### config.mk
export PLATFORM = sky130hd
export DESIGN_NAME = max_clique_search_core
export DESIGN_NICKNAME = d
export VERILOG_FILES = /design/src/rtl/mcs_pkg.sv /design/src/rtl/mcs_ctrl.sv /design/src/rtl/mcs_datapath.sv /design/src/rtl/max_clique_search_core.sv
export SDC_FILE = /design/constraint.sdc
export NUM_CORES = 2
export LEC_CHECK = 0
export ABC_CLOCK_PERIOD_IN_PS = 16480
export BUFFER_PORTS_ARGS = -buffer_cell sky130_fd_sc_hd__buf_2
export CAP_MARGIN = 40
export CORE_MARGIN = 2
export CORE_UTILIZATION = 30
export CTS_BUF_LIST = sky130_fd_sc_hd__clkbuf_8
export CTS_CLUSTER_SIZE = 8
export DETAILED_ROUTE_END_ITERATION = 12
export PLACE_DENSITY = 0.41
export SYNTH_ARGS = -nofsm -noshare
export SYNTH_HDL_FRONTEND = slang
export SYNTH_SLANG_ARGS = --single-unit
### constraint.sdc
create_clock -name clk_i -period 16.48 [get_ports clk_i]
set_input_delay 0.824 -clock clk_i [delete_from_list [all_inputs] [get_ports clk_i]]
set_output_delay 0.824 -clock clk_i [all_outputs]
set_load 0.01 [all_outputs]
### src/rtl/mcs_pkg.sv
`timescale 1ns / 1ps
// ----------------------------------------------------------------------------
// Maximum clique search package
// Opcodes, field widths and the command and status words that pass between
// the controller and the datapath.
// ----------------------------------------------------------------------------
package mcs_pkg;

  // Widths of the fields on the ports.
  localparam int unsigned OPCODE_W = 2;
  localparam int unsigned VERTEX_W = 5;
  localparam int unsigned SIZE_W   = 6;

  // Opcodes carried by an input word.
  localparam logic [OPCODE_W-1:0] OP_CLEAR    = 2'd0;
  localparam logic [OPCODE_W-1:0] OP_ADD_EDGE = 2'd1;
  localparam logic [OPCODE_W-1:0] OP_SEARCH   = 2'd2;

  // Value of the vertex count register after reset.
  localparam logic [SIZE_W-1:0] VERTEX_COUNT_RESET = 6'd32;

  // Commands from the controller to the datapath.
  typedef struct packed {
    logic clear;     // empty the adjacency matrix
    logic add_edge;  // set both directions of one edge
    logic init;      // load the first target size and empty the stack
    logic step;      // one push, pop or target decrement
  } mcs_cmd_t;

  // Status from the datapath to the controller.
  typedef struct packed {
    logic done;      // the current target size is the answer
  } mcs_status_t;

endpackage

### src/rtl/mcs_ctrl.sv
`timescale 1ns / 1ps
// ----------------------------------------------------------------------------
// Maximum clique search controller
// Decodes the opcode of an accepted word, drives the datapath through the
// backtracking steps of a search and raises the result strobe.
// ----------------------------------------------------------------------------
module mcs_ctrl (
  input  logic                          clk_i,
  input  logic                          rst_ni,
  input  logic                          start_i,
  input  logic [mcs_pkg::OPCODE_W-1:0]  opcode_i,
  input  mcs_pkg::mcs_status_t          status_i,
  output mcs_pkg::mcs_cmd_t             cmd_o,
  output logic                          busy_o,
  output logic                          done_o
);

  typedef enum logic {
    ST_IDLE,
    ST_RUN
  } state_e;

  state_e state_q;
  logic   busy_q;
  logic   done_q;
  logic   accept;

  assign accept = start_i && !busy_q;

  // Command decode: edits of the graph act on the word at once.
  always_comb begin
    cmd_o          = '0;
    cmd_o.clear    = accept && (opcode_i == mcs_pkg::OP_CLEAR);
    cmd_o.add_edge = accept && (opcode_i == mcs_pkg::OP_ADD_EDGE);
    cmd_o.init     = accept && (opcode_i == mcs_pkg::OP_SEARCH);
    cmd_o.step     = (state_q == ST_RUN) && !status_i.done;
  end

  // State and registered outputs.
  always_ff @(posedge clk_i or negedge rst_ni) begin
    if (!rst_ni) begin
      state_q <= ST_IDLE;
      busy_q  <= 1'b0;
      done_q  <= 1'b0;
    end else begin
      done_q <= (state_q == ST_RUN) && status_i.done;
      unique case (state_q)
        ST_IDLE: begin
          if (accept && (opcode_i == mcs_pkg::OP_SEARCH)) begin
            state_q <= ST_RUN;
            busy_q  <= 1'b1;
          end
        end
        ST_RUN: begin
          if (status_i.done) begin
            state_q <= ST_IDLE;
            busy_q  <= 1'b0;
          end
        end
        default: begin
          state_q <= ST_IDLE;
          busy_q  <= 1'b0;
        end
      endcase
    end
  end

  assign busy_o = busy_q;
  assign done_o = done_q;

endmodule

### src/rtl/mcs_datapath.sv
`timescale 1ns / 1ps
// ----------------------------------------------------------------------------
// Maximum clique search datapath
// Holds the adjacency matrix, the vertex count, the stack of chosen vertices
// with the candidate mask of each level, and performs one search step a cycle.
// ----------------------------------------------------------------------------
module mcs_datapath #(
  parameter int unsigned MAX_VERTICES = 32
) (
  input  logic                          clk_i,
  input  logic                          rst_ni,
  input  mcs_pkg::mcs_cmd_t             cmd_i,
  input  logic [mcs_pkg::VERTEX_W-1:0]  vertex_u_i,
  input  logic [mcs_pkg::VERTEX_W-1:0]  vertex_v_i,
  input  logic [mcs_pkg::SIZE_W-1:0]    upper_bound_i,
  input  logic                          cfg_we_i,
  input  logic [mcs_pkg::SIZE_W-1:0]    cfg_data_i,
  output mcs_pkg::mcs_status_t          status_o,
  output logic [mcs_pkg::SIZE_W-1:0]    clique_size_o
);

  localparam int unsigned VW = (MAX_VERTICES > 1) ? $clog2(MAX_VERTICES) : 1;
  localparam int unsigned CW = $clog2(MAX_VERTICES + 1);

  // Graph and configuration.
  logic [MAX_VERTICES-1:0] adj_q [MAX_VERTICES];
  logic [mcs_pkg::SIZE_W-1:0] vertex_count_q;

  // Search stack: chosen vertex and candidate mask of each level.
  logic [VW-1:0]           chosen_q [MAX_VERTICES];
  logic [MAX_VERTICES-1:0] cand_q   [MAX_VERTICES];

  logic [CW-1:0] depth_q;
  logic [CW-1:0] target_q;
  logic [CW-1:0] next_q;

  logic [CW-1:0]           n_w;
  logic [CW-1:0]           bound_w;
  logic [VW-1:0]           u_idx;
  logic [VW-1:0]           v_idx;
  logic                    edge_ok;
  logic [MAX_VERTICES-1:0] rd_cand;
  logic [MAX_VERTICES-1:0] avail;
  logic                    has_cand;
  logic [VW-1:0]           pick;
  logic [CW-1:0]           depth_inc;
  logic [CW-1:0]           depth_dec;
  logic                    at_target;
  logic                    is_done;

  // Vertices in use and the clamped first target.
  always_comb begin
    if (int'(vertex_count_q) > int'(MAX_VERTICES)) begin
      n_w = CW'(MAX_VERTICES);
    end else begin
      n_w = CW'(vertex_count_q);
    end
    if (int'(upper_bound_i) > int'(n_w)) begin
      bound_w = n_w;
    end else begin
      bound_w = CW'(upper_bound_i);
    end
  end

  // Edge endpoints; endpoints outside the matrix and self-loops are dropped.
  assign u_idx   = VW'(vertex_u_i);
  assign v_idx   = VW'(vertex_v_i);
  assign edge_ok = (vertex_u_i != vertex_v_i) &&
                   (int'(vertex_u_i) < int'(MAX_VERTICES)) &&
                   (int'(vertex_v_i) < int'(MAX_VERTICES));

  // Candidates at the current level: adjacent to every chosen vertex, not
  // below the resume point, and leaving room for the remaining picks.
  assign rd_cand = cand_q[depth_q[VW-1:0]];

  always_comb begin
    for (int w = 0; w < int'(MAX_VERTICES); w++) begin
      avail[w] = rd_cand[w] && (w >= int'(next_q)) &&
                 (w + int'(target_q) <= int'(n_w) + int'(depth_q));
    end
  end

  assign has_cand = |avail;

  // Lowest candidate wins, matching the ascending order of choice.
  always_comb begin
    pick = '0;
    for (int w = int'(MAX_VERTICES) - 1; w >= 0; w--) begin
      if (avail[w]) begin
        pick = VW'(w);
      end
    end
  end

  assign depth_inc = depth_q + CW'(1);
  assign depth_dec = depth_q - CW'(1);
  assign at_target = (depth_q == target_q);
  assign is_done   = (target_q < CW'(2)) || at_target;

  // Adjacency matrix, configuration and search control registers.
  always_ff @(posedge clk_i or negedge rst_ni) begin
    if (!rst_ni) begin
      for (int r = 0; r < int'(MAX_VERTICES); r++) begin
        adj_q[r] <= '0;
      end
      vertex_count_q <= mcs_pkg::VERTEX_COUNT_RESET;
      depth_q        <= '0;
      target_q       <= '0;
      next_q         <= '0;
    end else begin
      if (cfg_we_i) begin
        vertex_count_q <= cfg_data_i;
      end
      if (cmd_i.clear) begin
        for (int r = 0; r < int'(MAX_VERTICES); r++) begin
          adj_q[r] <= '0;
        end
      end else if (cmd_i.add_edge && edge_ok) begin
        adj_q[u_idx][v_idx] <= 1'b1;
        adj_q[v_idx][u_idx] <= 1'b1;
      end
      if (cmd_i.init) begin
        target_q <= bound_w;
        depth_q  <= '0;
        next_q   <= '0;
      end else if (cmd_i.step) begin
        if (has_cand) begin
          depth_q <= depth_inc;
          next_q  <= CW'(pick) + CW'(1);
        end else if (depth_q != '0) begin
          depth_q <= depth_dec;
          next_q  <= CW'(chosen_q[depth_dec[VW-1:0]]) + CW'(1);
        end else begin
          // No clique of this size: try one smaller from scratch.
          target_q <= target_q - CW'(1);
          next_q   <= '0;
        end
      end
    end
  end

  // Stack storage; the bottom mask admits every vertex.
  always_ff @(posedge clk_i) begin
    if (cmd_i.init) begin
      cand_q[0] <= '1;
    end else if (cmd_i.step && has_cand) begin
      chosen_q[depth_q[VW-1:0]] <= pick;
      if (int'(depth_inc) < int'(MAX_VERTICES)) begin
        cand_q[depth_inc[VW-1:0]] <= rd_cand & adj_q[pick];
      end
    end
  end

  assign status_o.done = is_done;
  assign clique_size_o = mcs_pkg::SIZE_W'(target_q);

endmodule

### src/rtl/max_clique_search_core.sv
`timescale 1ns / 1ps
// Clear and add edge take effect at the accepting edge, give no result and can
// follow one another every cycle while busy is low.
// A search raises done_o for one cycle once the datapath reports done after its
// last push, pop or target-decrement step, the steps running one a cycle;
// busy_o is high until the done_o cycle, in which the next word can be taken.
// The step count grows exponentially with the vertex count in the worst case.
// Reset empties the graph and sets the vertex count to 32; results cannot stall.
// ----------------------------------------------------------------------------
// Maximum clique search core
// Adjacency bit matrix with clear, add edge and maximum clique search.
// ----------------------------------------------------------------------------
module max_clique_search_core #(
  parameter int unsigned MAX_VERTICES = 32
) (
  input  logic                          clk_i,
  input  logic                          rst_ni,
  input  logic                          start,
  output logic                          busy,
  input  logic [mcs_pkg::OPCODE_W-1:0]  opcode_i,
  input  logic [mcs_pkg::VERTEX_W-1:0]  vertex_u_i,
  input  logic [mcs_pkg::VERTEX_W-1:0]  vertex_v_i,
  input  logic [mcs_pkg::SIZE_W-1:0]    upper_bound_i,
  output logic                          done_o,
  output logic [mcs_pkg::SIZE_W-1:0]    clique_size_o,
  input  logic                          cfg_valid_i,
  output logic                          cfg_ready_o,
  input  logic [mcs_pkg::SIZE_W-1:0]    cfg_data_i
);

  mcs_pkg::mcs_cmd_t    cmd;
  mcs_pkg::mcs_status_t status;

  // The vertex count register takes a word in any cycle.
  assign cfg_ready_o = 1'b1;

  // Sequencer.
  mcs_ctrl u_ctrl (
    .clk_i    (clk_i),
    .rst_ni   (rst_ni),
    .start_i  (start),
    .opcode_i (opcode_i),
    .status_i (status),
    .cmd_o    (cmd),
    .busy_o   (busy),
    .done_o   (done_o)
  );

  // Graph storage and search stack.
  mcs_datapath #(
    .MAX_VERTICES (MAX_VERTICES)
  ) u_datapath (
    .clk_i         (clk_i),
    .rst_ni        (rst_ni),
    .cmd_i         (cmd),
    .vertex_u_i    (vertex_u_i),
    .vertex_v_i    (vertex_v_i),
    .upper_bound_i (upper_bound_i),
    .cfg_we_i      (cfg_valid_i && cfg_ready_o),
    .cfg_data_i    (cfg_data_i),
    .status_o      (status),
    .clique_size_o (clique_size_o)
  );

endmodule
# Yosys cells after proc, flatten, opt, wreduce, memory -nomap -nowiden
# Memory sizes are Yosys's and may differ from the RTL's.
# Index checks and enable logic that the tools add are counted.
# classes
muxes	76
reduce_logical	89
order_cmp	77
n_bitwise	7
eq_ne	8
addsub	37
# op_table
operator	n
two-way mux 1024 bit	2
bitwise OR 1024 bit	2
less-or-equal comparator 32 bit	31
demux 32 bit (select 5 bit)	2
two-way mux 5 bit	33
binary-select mux 32 bit (select 5 bit)	1
two-way mux 32 bit	5
adder 5 x 6 -> 7 bit (first input constant)	16
greater-or-equal comparator 5 x 6 -> 1 bit (first input constant)	16
two-way mux 6 bit	14
logical AND 1 bit	76
OR reduction 32 bit	2
adder 4 x 6 -> 7 bit (first input constant)	8
greater-or-equal comparator 4 x 6 -> 1 bit (first input constant)	8
AND 32 bit	1
less-or-equal comparator 7 x 32 -> 1 bit	1
adder 3 x 6 -> 7 bit (first input constant)	4
greater-or-equal comparator 3 x 6 -> 1 bit (first input constant)	4
greater-or-equal comparator 6 bit (second input constant)	3
NOT 5 -> 6 bit	3
two-way mux 1 bit	15
adder 2 x 6 -> 7 bit (first input constant)	2
adder 5 x 1 -> 6 bit (second input constant)	2
greater-or-equal comparator 1 x 6 -> 1 bit (first input constant)	2
other kinds (29)	41
# totals
in_bits	28
ramBits	1184
wordCells	335
ff_bits	1051
n_memories	2
output_inout_bits	9
# mem_list
name	depth	word_bits	rd	rd_ports_with_merged_regs	wr	line_no	source
u_datapath.cand_q	32	32	1	0	1	mcs_datapath.sv:31	logic [MAX_VERTICES-1:0] cand_q [MAX_VERTICES];
u_datapath.chosen_q	32	5	1	0	1	mcs_datapath.sv:30	logic [VW-1:0] chosen_q [MAX_VERTICES];

# Longest topological paths before layout
# logic_depth
ltp_word	43
mapped_depth	33
mapped_depth_nobuf	24

# Hierarchy
# A second synthesis with hierarchy kept.
# hier_totals
hier_cells	8779
hier_area_um2	102353.2
# by_module_without_submodules
module	instances	area_each_um2	cells_per_inst
mcs_datapath	1	102189.3	8764
mcs_ctrl	1	152.6	13
max_clique_search_core	1	11.3	2

# Worst setup path after synthesis
# OpenSTA, ideal clock, no wires.
# synth_path
kind	reg-to-reg
start	reg u_datapath.depth_q[1]
end	mem u_datapath.cand_q[9][0], enable pin
stages_incl_launch_ff	26
period_less_slack_ns	9.600
setup_time_ns	0.502
required_ns	15.978
path_slack_ns	6.880
t_arrival_ns	9.098
cell_sequence	dfrtp_1 -> buf_4 -> buf_4 -> buf_2 -> buf_1 -> buf_2 -> inv_1 -> fa_1 -> nand2b_1 -> o2bb2ai_1 -> o21bai_1 -> a21oi_1 -> ha_1 -> inv_1 -> nor3_1 -> a31oi_1 -> nand3_1 -> o21ai_0 -> a21oi_1 -> and4_1 -> and2_1 -> a21oi_1 -> and2_0 -> nand2b_1 -> clkbuf_1 -> nor4_1
# synth_via
elab_chain_cells	10
word_cells_on_any_way	113
cone_classes	add/sub: 2; order compare: 33; eq/ne: 1; mux: 6; reduce/logical: 70; memory: 1
# synth_rtl
element	line_no	source
start, declared	mcs_datapath.sv:33	logic [CW-1:0] depth_q;
start signal, assigned	mcs_datapath.sv:128	depth_q <= depth_inc;
start signal, assigned	mcs_datapath.sv:131	depth_q <= depth_dec;
adder 6 x 6 -> 7 bit (tied with other cells)	mcs_datapath.sv:79	(w + int'(target_q) <= int'(n_w) + int'(depth_q));
less-or-equal comparator 7 x 32 -> 1 bit (tied with other cells)	mcs_datapath.sv:79	
logical AND 1 bit / zero test 1 bit (equally long branches)	mcs_datapath.sv:78, mcs_ctrl.sv:36	
OR reduction 32 bit / logical AND 1 bit (equally long branches)	mcs_datapath.sv:83, mcs_ctrl.sv:36	
logical AND 1 bit	mcs_datapath.sv:146	end else if (cmd_i.step && has_cand) begin
two-way mux 1 bit	mcs_datapath.sv:146	
two-way mux 1 bit	mcs_datapath.sv:144	if (cmd_i.init) begin
two-way mux 1 bit (implied by the code)	mcs_datapath.sv:149	cand_q[depth_inc[VW-1:0]] <= rd_cand & adj_q[pick];
OR reduction 32 bit (no source line)	n/a	
two-way mux 5 bit (no source line) / two-way mux 1 bit (equally long branches)	n/a	
end, declared	mcs_datapath.sv:31	
# Several ways; a longest one is shown, not always the timed one.

# Worst setup path in the final report
# layout_path
start	reg u_datapath.depth_q[0]
end	mem u_datapath.cand_q[16][1], data pin
# layout_via
elab_chain_cells	41
word_cells_on_any_way	149
cone_classes	add/sub: 2; order compare: 33; eq/ne: 1; mux: 40; bitwise: 2; reduce/logical: 70; memory: 1
# layout_rtl
element	line_no	source
adder 6 x 6 -> 7 bit / memory read (32 x 32 bit) (equally long branches)	n/a	
less-or-equal comparator 32 bit / logical AND 1 bit (equally long branches)	mcs_datapath.sv:79, mcs_datapath.sv:78	
logical AND 1 bit	mcs_datapath.sv:78	avail[w] = rd_cand[w] && (w >= int'(next_q)) &&
two-way mux 5 bit (32 in a row)	mcs_datapath.sv:89	if (avail[w]) begin
NOT 5 -> 6 bit (implied by the code)	mcs_datapath.sv:149	
binary-select mux 32 bit (select 5 bit)	mcs_datapath.sv:149	
two-way mux 32 bit (implied by the code) (2 in a row)	mcs_datapath.sv:149	
AND 32 bit	mcs_datapath.sv:149	
two-way mux 32 bit (no source line) (*)	n/a	
# Mark *: on every way between the ends. The rest lies on a longest branch, timed or not. The select of a mux whose other input is x is not followed.

==> reports/qor.yml <==
clock_network:
  cts_buffer_depth: 4
  cts_tree: "built"
  clock_latency_ps: 1100
  cts_root_buf: "clkbuf_8"
  cts_made_buffers: 393
  clk_pin_slew_ps: 60
  htreeDepth: 5
  clkSinkCount: 2235
placed_design:
  dp_hpwl_um: 257000
  pre_cts_ws_ps: 6480
  io_buffers: 35
  place_congestion: 0.908
setup_path:
  cp_slowest_cell: "buf_4"
  critPathKind: "register to register"
  cpMostUsedCell: "buf_4"
  r2r-start: "u_datapath.depth_q[0]$_DFFE_PN0P_"
  cp_cell_sequence: "buf_4 > buf_4 > buf_12 > mux4_2 > a22oi_1 > nand4_1 > o211ai_2 > a211oi_1 > nor3_2 > o2111ai_1 > nand4b_1 > nand3_4 > clkinv_8 > buf_4 > buf_4 > mux2_2 > a32oi_1 > nand4_1 > o211ai_1 > buf_4"
  critPathLaunchType: "register"
  r2r_end: "u_datapath.cand_q[16][1]$_DFFE_PP_"
  crit_required_ps: 17330
  arrival_ps: 10950
  rr_worst_depth: 20
  max_stage_delay_ps: 700
  cp_max_fo: 92
  cp-end-kind: "register"
  rrSetupSlack_ps: 6380
power_and_ir_drop:
  p_leak_nw: 47.0
  pwr-share-clk: 0.454
  p_int_mw: 8.53
  switchingPower_mw: 2.64
  pwr-share-comb: 0.023
  powerDensity_mw_per_mm2: 95.4
  p_sw_frac: 0.236
  ir_drop_mv: 0.0624
  pwr-share-seq: 0.523
flow_run:
  max_cap_viol_count: 0
grt:
  grt_max_degree: 210
  grt_usage: 0.237
  overflow: 0
  grt_pass1_wl_um: 591000
  antenna_found_initial: 25
  grt_pass1_vias: 75700
layout:
  nets: 9013
  multi_input_area_mm2: 0.0374
  nFillCells: 33800
  area_delta_synth_final_pct: 14.7
  final_cell_mix: "2198 x nor2_1, 1184 x edfxtp_1, 1044 x dfrtp_1"
  regArea_mm2: 0.0619
  final_common_cell: "nor2_1"
  final_layout_size_suffix_gt1_frac: 0.149
synth:
  synth_simple_gate_area_frac: 0.143
  ys_ff_latch: 2235
  synth_cells: 8731
  ys_warn_count: 0
  ys.flop_type: "edfxtp_1"
  synth_top_family_by_area: "simple AND/OR/NAND/NOR gates"
  syn_nets: 8866
  synth_cell_types: 124
  ys_async_sr_fraction: 0.470
  synth_edf_count: 1184
  synthMuxAreaShare: 0.0937
  synth_xor_area_frac: 0.0108
  ys_seq_area_frac: 0.606
  synthAdderAreaFrac: 0.0151
  syn_avg_cell_area_um2: 11.7
  syn_area_mm2: 0.102
  synth_compound_area_frac: 0.0963
routing:
  postRouteAntennaNets: 0
  drcViolationCount: 0
  vias: 76100
  post_drt_wl_per_cell_um: 30.7
  via_per_inst: 5.54
  drtIter0Drc: 8416
  wl_um: 421000
  first_pass_iters: 6
floorplan:
  coreArea_mm2: 0.339
  initial_core_util: 0.301
  dieArea_mm2: 0.345
  io_pins: 37
  die_y_um: 587
  num_rows: 214
  die_x_um: 587
sta:
  finalCritPeriodShare: 0.613
  rsz0062_at_grt: "no"
  fin_crit_ps: 10100
  max_freq_mhz: 99.0
  finalSetupViolations: 0
  hold_viol_final: 0
  fin_tns_setup_ps: 0
  layout_setup_ws_ps: 6380
  fin_worst_skew_ps: 67.1
  slew_headroom: 0.220
  tightestPinTransition_ps: 1170
  slew_violations: 0
hold_path:
  worst_hold_path_type: "primary input to register"
  worstHoldEndpoint: "u_datapath.clique_size_o[2]$_DFFE_PN0P_"
  hold_depth: 3
  worst_hold_startpoint: "upper_bound_i[2]"
run_status:
  outcome: "completed"
## stage by stage
stage / power [mW] / area [um2] / cells / hold WS [ps] / utilization
floorplan: 6.07 / 102000 / 8731 / 458 / -
global placement: 6.19 / 108000 / 12900 / 474 / 0.317
detailed placement: 6.21 / 109000 / 13000 / 480 / 0.322
CTS: 11.3 / 117000 / 13700 / 1.42 / 0.345
global route: 11.5 / 117000 / 13700 / 61.7 / 0.345
finish: 11.2 / 117000 / 13700 / 108 / 0.345
## registers in the layout, summed over array words and instances (netlist names)
register / cells
u_datapath.adj_q: 1024
u_datapath.chosen_q: 160
u_ctrl.state_q: 1
u_datapath.clique_size_o: 6
u_datapath.cand_q: 1024
u_datapath.depth_q: 6
u_datapath.next_q: 6
u_ctrl.done_o: 1
u_datapath.vertex_count_q: 6
u_ctrl.busy_o: 1
## cell families after synthesis
kind of cell / Yosys count
other: 1
AOI/OAI and AO/OA: 1387
and+or+nand+nor: 3453
xor gates and xnor gates: 125
muxes: 661
adders and majority gates: 126
buffers and inverters: 743
DFF: 2235
## worst max path at each step
| stage | startpoint | to | cells after the start |
|---|---|---|---|
| floorplan | u_datapath.depth_q[1]$_DFFE_PN0P_ | u_datapath.cand_q[9][0]$_DFFE_PP_ | 25 |
| global placement | u_datapath.depth_q[0]$_DFFE_PN0P_ | u_datapath.cand_q[24][17]$_DFFE_PP_ | 20 |
| detailed placement | u_datapath.depth_q[0]$_DFFE_PN0P_ | u_datapath.cand_q[16][1]$_DFFE_PP_ | 20 |
| CTS | u_datapath.depth_q[0]$_DFFE_PN0P_ | u_datapath.cand_q[19][1]$_DFFE_PP_ | 20 |
| global route | u_datapath.depth_q[0]$_DFFE_PN0P_ | u_datapath.cand_q[19][1]$_DFFE_PP_ | 20 |
| finish | u_datapath.depth_q[0]$_DFFE_PN0P_ | u_datapath.cand_q[16][1]$_DFFE_PP_ | 20 |
## metal layers
layer  track usage  up-vias  share of wire
met3        0.0405      671          0.069
met2         0.369     3255           0.45
met4        0.0775       16          0.034
li1              -    32200              -
met5             0        -        0.00031
met1         0.335    39900           0.45
## what timing repair did
item,CTS,global route
setup buffers,0,0
resized for setup,0,0
hold buffers,9,0
endpoints found under the hold margin,81,0
## cell type report
type,count,share of cell area
sequential,2235,0.529
multi-input combinational,5753,0.319
clock buffer,446,0.0525
tap,4536,0.0485
timing repair buffer,416,0.0357
clock inverter,264,0.0123
inverter,79,0.00289
antenna,12,0.000257
## power by group through the flow
| stage | combinational, mW | clock, mW | sequential [mW] |
|---|---|---|---|
| 2_1_floorplan | 0.113 | 0 | 5.96 |
| 3_3_place_gp | 0.239 | 0 | 5.96 |
| 3_5_place_dp | 0.250 | 0 | 5.96 |
| 4_1_cts | 0.253 | 5.19 | 5.85 |
| 5_1_grt | 0.274 | 5.42 | 5.84 |
| 6_report | 0.253 | 5.07 | 5.85 |
## cell usage after synthesis (16+ instances only)
cell | n | area (um2)
a311oi_1 | 112 | 981
dfrtp_1 | 1050 | 26300
a21o_1 | 16 | 120
o21ai_0 | 82 | 410
a31oi_1 | 57 | 357
nor2b_1 | 22 | 138
a22oi_1 | 127 | 953
nand3_1 | 181 | 906
xnor2_1 | 104 | 911
o22ai_1 | 605 | 3780
nand2b_1 | 16 | 100
nor4_1 | 51 | 319
a21oi_1 | 97 | 485
buf_2 | 87 | 435
mux2i_1 | 390 | 3900
buf_4 | 38 | 285
buf_1 | 51 | 191
ha_1 | 106 | 1330
a211oi_1 | 17 | 128
maj3_1 | 19 | 190
o41ai_1 | 16 | 140
mux2_2 | 40 | 450
xor2_1 | 20 | 175
a32oi_1 | 46 | 403
o31a_1 | 42 | 368
and2_1 | 18 | 113
o41ai_2 | 19 | 309
o211ai_1 | 22 | 165
buf_6 | 47 | 529
nor2_1 | 2221 | 8340
inv_1 | 68 | 255
and3_1 | 61 | 382
and4_1 | 21 | 184
clkbuf_1 | 425 | 1600
edfxtp_1 | 1184 | 35600
nand2_1 | 634 | 2380
nor3_1 | 67 | 335
mux4_2 | 229 | 5160
nand4_1 | 47 | 294
or3_1 | 16 | 100
## critical path, delay by kind of cell (launching register included)
| family | cells | cell delay, ps |
|---|---|---|
| buffers and inverters | 7 | 4020 |
| AOI/OAI and AO/OA | 6 | 1650 |
| muxes | 2 | 1010 |
| and+or+nand+nor | 5 | 1980 |
| DFF | 1 | 560 |
No activity file was read; power rests on OpenSTA's default activity.
